`config.mk`:
```
export PLATFORM = sky130hd
export DESIGN_NAME = ac_level_probe_debouncer
export DESIGN_NICKNAME = d
export VERILOG_FILES = /design/src/design/alp_pkg.sv /design/src/design/alp_probe.sv /design/src/design/alp_seq.sv /design/src/design/ac_level_probe_debouncer.sv
export SDC_FILE = /design/constraint.sdc
export NUM_CORES = 1
export LEC_CHECK = 0
export BUFFER_PORTS_ARGS = -buffer_cell sky130_fd_sc_hd__buf_4
export CAP_MARGIN = 20
export CELL_PAD_IN_SITES_DETAIL_PLACEMENT = 2
export CELL_PAD_IN_SITES_GLOBAL_PLACEMENT = 2
export CORE_MARGIN = 3
export CORE_UTILIZATION = 30
export DETAILED_ROUTE_END_ITERATION = 10
export PLACE_DENSITY = 0.7
export SYNTH_ARGS = -nofsm -noshare
export SYNTH_HDL_FRONTEND = slang
export SYNTH_HIERARCHICAL = 1
export SYNTH_SLANG_ARGS = --single-unit
```
`constraint.sdc`:
```
create_clock -name clk -period 3.55 [get_ports clk]
set_clock_uncertainty 0.1 [all_clocks]
set_input_delay 0.1775 -clock clk [delete_from_list [all_inputs] [get_ports clk]]
set_output_delay 0.1775 -clock clk [all_outputs]
set_load 0.02 [all_outputs]
```
`src/design/alp_pkg.sv`:
```
// Package for the AC level probe debouncer.
// Holds shared widths, codes and the probe control struct.
// No dependencies.
package alp_pkg;

    // Sizes
    localparam int NUM_PROBES = 3;
    localparam int DELAY_W    = 16;
    localparam int CFG_IDX_W  = 2;

    // Register indexes on the configuration port
    localparam logic [CFG_IDX_W-1:0] REG_DELAY_LOW  = 2'd0;
    localparam logic [CFG_IDX_W-1:0] REG_DELAY_MID  = 2'd1;
    localparam logic [CFG_IDX_W-1:0] REG_DELAY_HIGH = 2'd2;

    // Request kinds carried on tuser
    localparam logic KIND_SENSE = 1'b0;
    localparam logic KIND_DELAY = 1'b1;

    // Drive line patterns, bit 0 = A, bit 1 = B
    localparam logic [1:0] DRV_OFF = 2'b00;
    localparam logic [1:0] DRV_A   = 2'b01;
    localparam logic [1:0] DRV_B   = 2'b10;
    localparam logic [1:0] DRV_AB  = 2'b11;

    // Sequencer phases
    typedef enum logic [1:0] {
        PH_DRIVE_A = 2'd0,
        PH_SAMPLE  = 2'd1,
        PH_DRIVE_B = 2'd2,
        PH_REST    = 2'd3
    } phase_t;

    // Per-probe control for one processed request
    typedef struct packed {
        logic sample_en;  // sense tick in the sampling phase
        logic count_en;   // delay tick
        logic sample;     // inverted pin level, 1 = wet
    } probe_ctl_t;

endpackage

```
`src/design/alp_probe.sv`:
```
// One probe qualifier: previous sample, settle counter, accepted level.
// Depends on alp_pkg.
module alp_probe (
    input  logic                        clk,
    input  logic                        rst_n,
    input  alp_pkg::probe_ctl_t         ctl,
    input  logic [alp_pkg::DELAY_W-1:0] delay,
    output logic                        level_next
);
    import alp_pkg::*;

    logic               prev_reg;
    logic               prev_next;
    logic               level_reg;
    logic [DELAY_W-1:0] cnt_reg;
    logic [DELAY_W-1:0] cnt_next;

    // Sample compare and countdown
    always_comb
    begin
        prev_next  = prev_reg;
        level_next = level_reg;
        cnt_next   = cnt_reg;
        if (ctl.count_en)
        begin
            if (cnt_reg != '0)
            begin
                cnt_next = cnt_reg - DELAY_W'(1);
            end
        end
        else if (ctl.sample_en)
        begin
            if (prev_reg == ctl.sample)
            begin
                if (cnt_reg == '0)
                begin
                    level_next = ctl.sample;
                end
            end
            else
            begin
                cnt_next = delay;
            end
            prev_next = ctl.sample;
        end
    end

    // State registers
    always_ff @(posedge clk or negedge rst_n)
    begin
        if (!rst_n)
        begin
            prev_reg  <= 1'b0;
            level_reg <= 1'b0;
            cnt_reg   <= '0;
        end
        else
        begin
            prev_reg  <= prev_next;
            level_reg <= level_next;
            cnt_reg   <= cnt_next;
        end
    end

endmodule

```
`src/design/alp_seq.sv`:
```
// Four-phase drive sequencer for the electrode pair.
// Depends on alp_pkg.
module alp_seq (
    input  logic            clk,
    input  logic            rst_n,
    input  logic            step_en,
    output alp_pkg::phase_t phase,
    output logic [1:0]      drive_next
);
    import alp_pkg::*;

    phase_t     phase_reg;
    phase_t     phase_next;
    logic [1:0] drive_reg;

    // Next phase and drive pattern
    always_comb
    begin
        phase_next = phase_reg;
        drive_next = drive_reg;
        if (step_en)
        begin
            unique case (phase_reg)
                PH_DRIVE_A:
                begin
                    drive_next = DRV_A;
                    phase_next = PH_SAMPLE;
                end
                PH_SAMPLE:  phase_next = PH_DRIVE_B;
                PH_DRIVE_B:
                begin
                    drive_next = DRV_B;
                    phase_next = PH_REST;
                end
                PH_REST:    phase_next = PH_DRIVE_A;
                default:    phase_next = PH_DRIVE_A;
            endcase
        end
    end

    always_ff @(posedge clk or negedge rst_n)
    begin
        if (!rst_n)
        begin
            phase_reg <= PH_DRIVE_A;
            drive_reg <= DRV_OFF;
        end
        else
        begin
            phase_reg <= phase_next;
            drive_reg <= drive_next;
        end
    end

    assign phase = phase_reg;

endmodule

```
`src/design/ac_level_probe_debouncer.sv`:
```
// Path: a request moves from the input register to the result register when that one is free or draining.
// Throughput: one request per cycle while m_axis_tready stays high; the input
// register and the result register each take a new request while the one ahead moves on.
// Reset (rst_n, async, active low) clears phase, drives, probe state,
// delay registers and both valid flags. No clearing pass.
module ac_level_probe_debouncer (
    input  logic                          clk,
    input  logic                          rst_n,
    // configuration write port
    input  logic                          cfg_we,
    input  logic [alp_pkg::CFG_IDX_W-1:0] cfg_index,
    input  logic [alp_pkg::DELAY_W-1:0]   cfg_data,
    // request stream
    input  logic                          s_axis_tvalid,
    output logic                          s_axis_tready,
    input  logic [7:0]                    s_axis_tdata,  // pin_low, pin_mid, pin_high, 0s
    input  logic                          s_axis_tuser,  // kind
    // result stream
    output logic                          m_axis_tvalid,
    input  logic                          m_axis_tready,
    output logic [7:0]                    m_axis_tdata   // drive_a, drive_b, level_low,
                                                         // level_mid, level_high, 0s
);
    import alp_pkg::*;

    logic [DELAY_W-1:0]    delay_reg [NUM_PROBES];
    logic                  in_valid_reg;
    logic                  in_kind_reg;
    logic [NUM_PROBES-1:0] in_pins_reg;
    logic                  out_valid_reg;
    logic [7:0]            out_data_reg;
    logic                  advance;
    logic                  sense_step;
    phase_t                phase;
    logic [1:0]            drive_next;
    logic [NUM_PROBES-1:0] level_next;

    // Delay registers
    always_ff @(posedge clk or negedge rst_n)
    begin
        if (!rst_n)
        begin
            for (int i = 0; i < NUM_PROBES; i++)
            begin
                delay_reg[i] <= '0;
            end
        end
        else if (cfg_we)
        begin
            unique case (cfg_index)
                REG_DELAY_LOW:  delay_reg[0] <= cfg_data;
                REG_DELAY_MID:  delay_reg[1] <= cfg_data;
                REG_DELAY_HIGH: delay_reg[2] <= cfg_data;
                default:        ;
            endcase
        end
    end

    // Handshake: process when the result register is free or draining
    assign advance       = in_valid_reg && (!out_valid_reg || m_axis_tready);
    assign s_axis_tready = !in_valid_reg || advance;
    assign sense_step    = advance && (in_kind_reg == KIND_SENSE);

    // Input register
    always_ff @(posedge clk or negedge rst_n)
    begin
        if (!rst_n)
        begin
            in_valid_reg <= 1'b0;
        end
        else if (s_axis_tready)
        begin
            in_valid_reg <= s_axis_tvalid;
        end
    end

    always_ff @(posedge clk)
    begin
        if (s_axis_tready && s_axis_tvalid)
        begin
            in_kind_reg <= s_axis_tuser;
            in_pins_reg <= s_axis_tdata[NUM_PROBES-1:0];
        end
    end

    // Sequencer
    alp_seq u_seq (
        .clk        (clk),
        .rst_n      (rst_n),
        .step_en    (sense_step),
        .phase      (phase),
        .drive_next (drive_next)
    );

    // Probe qualifiers
    for (genvar g = 0; g < NUM_PROBES; g++)
    begin : g_probe
        probe_ctl_t ctl;

        assign ctl.sample_en = sense_step && (phase == PH_SAMPLE);
        assign ctl.count_en  = advance && (in_kind_reg == KIND_DELAY);
        assign ctl.sample    = ~in_pins_reg[g];

        alp_probe u_probe (
            .clk        (clk),
            .rst_n      (rst_n),
            .ctl        (ctl),
            .delay      (delay_reg[g]),
            .level_next (level_next[g])
        );
    end

    // Result register
    always_ff @(posedge clk or negedge rst_n)
    begin
        if (!rst_n)
        begin
            out_valid_reg <= 1'b0;
        end
        else if (advance)
        begin
            out_valid_reg <= 1'b1;
        end
        else if (m_axis_tready)
        begin
            out_valid_reg <= 1'b0;
        end
    end

    always_ff @(posedge clk)
    begin
        if (advance)
        begin
            out_data_reg <= {3'b000, level_next, drive_next};
        end
    end

    assign m_axis_tvalid = out_valid_reg;
    assign m_axis_tdata  = out_data_reg;

    // Checks
    a_drive_exclusive: assert property (@(posedge clk) disable iff (!rst_n)
        drive_next != DRV_AB)
        else $error("both drive lines high");

    a_phase_moves: assert property (@(posedge clk) disable iff (!rst_n)
        sense_step |=> phase != $past(phase))
        else $error("sense tick did not advance the phase");

    a_phase_holds: assert property (@(posedge clk) disable iff (!rst_n)
        !sense_step |=> phase == $past(phase))
        else $error("phase moved without a sense tick");

    a_result_source: assert property (@(posedge clk) disable iff (!rst_n)
        $rose(out_valid_reg) |-> $past(advance))
        else $error("result valid without a processed request");

endmodule
```
==> summary.md <==
| Metric | Value |
|---|---|
| Placer Congestion | 0.8055 |
| Power, Total | ~5.3 mW |
| Post-synthesis compound-gate area fraction | 0.1104 |
| Post-synth EDFFs | 9 |
| Crit share post-route | 0.7816 |
| Syn Area/Cell | 11.29 µm² |
| Starting DRT DRC Count | 194 |
| Clock Latency Late Sink | 0.42 ns |
| Clock Pin Slew Worst Setup and Hold Paths | approximately 0.050 ns |
| Number of global-route vias before repair | between 5,000 and 6,000 |
| Placed cell count | between 800 and 900 |
| Startpoint types | primary input |
| Synth cell count leaders | dfrtp_1 (108), mux2_2 (59), nand2_1 (44) |
| Final Slew Violations | 0 |
| Final setup fails | 0 |
| Area Growth Syn to Fin | 23.96% |
| R2R depth | 9 |
| Post-route ant nets | 0 |
| RSZ-0062 raised after global routing | false |
| Setup TNS | 0 ns |
| Drt total wl | about 18,000 µm |
| Core footprint | between 0.015 and 0.02 mm² |
| Worst-case clock buffer depth | 2 |
| CTS buffer count | 17 |
| Post-route DRC | 0 |
| Critical path fanouts, max | 26 |
| Final core utilization | 0.3861 |
| Die Width | 147.0 µm |
| Outcome | complete, no violations |
| CP max-delay cell | dlygate4sd3_1 |
| Mapped Area | 0.005963 mm² |
| Post-Synth XOR/XNOR Area | 0.03819 |
| Die area | approximately 0.022 mm² |
| Clk root buf | clkbuf_16 |
| WP data required | 3.76 ns |
| Pleak | 2.855 nW |
| Placed Instance Area | 0.006480 mm² |
| FFs w/ async S/R, synth | 0.9231 |
| First-pass GRT wire length | around 29,000 µm |
| Top_reg_cell synth | dfrtp_1 |
| CP arrival | 2.99 ns |
| TritonCTS clock tree | built |
| CTS Sinks | 117 |
| Simple-Gate Fraction of Synth Area | 0.1916 |
| Post-Place Worst Slack | 0.6681 ns |
| Synthesis-stage register bit count | around 120 |
| Adder-Cell Fraction of Synth Area | 0.01049 |
| Slew HR | 0.3696 |
| Final Hold Fails | 0 |
| Die Span Y | 147.0 µm |
| Vias | about 4,500 |
| Fin cells | 867 |
| Max Cap Violations | 0 |
| CP peak stage delay | 0.55 ns |
| Ports | 42 |
| GRT Total Usage | 0.1727 |
| Hold WC Path Type | in2async |
| GR Overflow Total | 0 |
| Cell variety after synth | just under 70 |
| Initial antenna violation count | 0 |
| Count leader, synth | dfrtp_1 |
| Fillcell total | approximately 2,000 |
| Fin crit period | about 2.8 ns |
| Mapped Cells | between 500 and 600 |
| CP Capture Point | g_probe[2].u_probe/cnt_reg[14] |
| Critical Path End Type | register |
| Average wire per standard cell | 20.42 µm |
| DR pass1 iterations | 4 |
| Worst vdd ir | 0.0003551 V |
| Mux contribution to synthesized area | 0.1181 |
| I/O Buffers | 33 |
| Yosys warning count | 6 |
| CP Launch Point | m_axis_tready |
| Fin worst setup slack | 0.7753 ns |
| Final Hold Slack | around 0.082 ns |
| Starting Density | 0.3115 |
| Crit path kind | in2reg |
| Final instance area | 0.007392 mm² |
| Largest family of logic cells by synthesized area | simple AND/OR/NAND/NOR gates |
| Antenna fix cells | 0 |
| Post-DR vias/cell | 5.196 |
| Core Rows | 50 |
| Reg2Reg Capture Point | g_probe[2].u_probe/cnt_reg[14] |
| Peak Freq | 360.4 MHz |
| Worst-Margin Slew | between 0.9 and 1 ns |
| Area of the multi-input gates | 0.002814 mm² |
| Sequential area share after synthesis | 0.4985 |
| Share of cells above drive strength 1 | 0.2751 |
| RR Startpoint | m_axis_tvalid |
| H-tree depth | 4 |
| Synth area leader | dfrtp_1 |
| DP HPWL | roughly 12,000 µm |
| Register area | 0.002973 mm² |
| Final nets | 631 |
| CP Cell Sequence | dlygate4sd3_1 -> buf_4 -> nand2b_1 -> and3_2 -> nand2b_1 -> nor2b_1 -> buf_4 -> or3_1 -> o21ai_0 -> nor4_1 |
| Maximum number of pins on one net before global-route repair | 74 |
| Flop-to-flop setup slack | 0.89 ns |
| Synth top area share | 0.4532 |
| Pwr per Cell Area | 720.7 mW/mm² |
| Top cells by area, synth | dfrtp_1 (45%), mux2_2 (11%), edfxtp_1 (4.5%) |
## worst max-delay path: cells and delay by family
family / cells / cell delay, ns
compound gates: 1 / 0.08
buf+inv: 3 / 0.97
simple gates: 6 / 1.75
## metal layers
| layer | global-route usage | wire length (µm) | part of all wire | vias up |
|---|---|---|---|---|
| li1 | - | - | - | 2069 |
| met1 | 0.2262 | 8253 | 0.47 | 2368 |
| met2 | 0.2943 | 8862 | 0.50 | 56 |
| met3 | 0.03455 | 420 | 0.024 | 12 |
| met4 | 0.04334 | 170 | 0.0096 | 0 |
| met5 | 0 | 0 | 0 | - |
## cells in the final DEF, fill, tap and decap left out, drive strengths merged, types with 5 or more instances in the layout
cell type,synthesis,final
inv,20,20
ha,5,5
a21oi,14,14
xor2,11,11
edfxtp,9,9
nand2b,13,13
or3,8,8
dlygate4sd3,0,24
xnor2,15,15
nand4,9,9
nor3b,8,8
mux2,61,61
nand3b,5,5
nor2,29,29
buf,8,41
nor4,12,12
nor3,17,17
nand3,19,19
dfrtp,108,108
clkbuf,12,24
o21ai,21,21
nand2,47,47
a32oi,7,7
o221a,7,7
a211oi,13,13
## final cells by class
class	count	share of cell area
flip-flops and latches	117	0.4022
clock buffers	24	0.06652
multi-input cells	373	0.3807
well taps	260	0.04401
clock inverters	8	0.01963
repair buffers	65	0.07684
inverters	20	0.01016
## report_power, final
group	leakage [nW]	internal, mW	switching (mW)
Sequential	1.29	1.76	0.499
Clock	0.306	1.25	0.617
Combinational	1.26	0.620	0.586
Total	2.85	3.63	1.70
## worst min path at each step
stage | startpoint | to | cells after the start
after floorplan | rst_n | delay_reg[0] | 0
after global placement | s_axis_tdata[2] | in_pins_reg[2] | 1
after detailed placement | s_axis_tdata[0] | in_pins_reg[0] | 1
after CTS | cfg_index[0] | delay_reg[33] | 3
after global routing | rst_n | g_probe[2].u_probe/cnt_reg[1] | 2
final | rst_n | g_probe[2].u_probe/cnt_reg[2] | 2
## what timing repair did
| item | in CTS | in global routing |
|---|---|---|
| setup buffers | 0 | 0 |
| endpoints found under the hold margin | 125 | 0 |
| hold buffers | 24 | 0 |
| gates resized for setup | 0 | 0 |
## logic make-up (layout without fill, tap and decap cells)
group,count (synthesis),in the layout
other cells,1,3
flops,117,117
buf+inv,40,117
simple gates,187,187
xor+xnor,26,26
mux,62,62
compound gates,90,90
fa+ha+maj,5,5
Power figures use the tool's default switching activity.
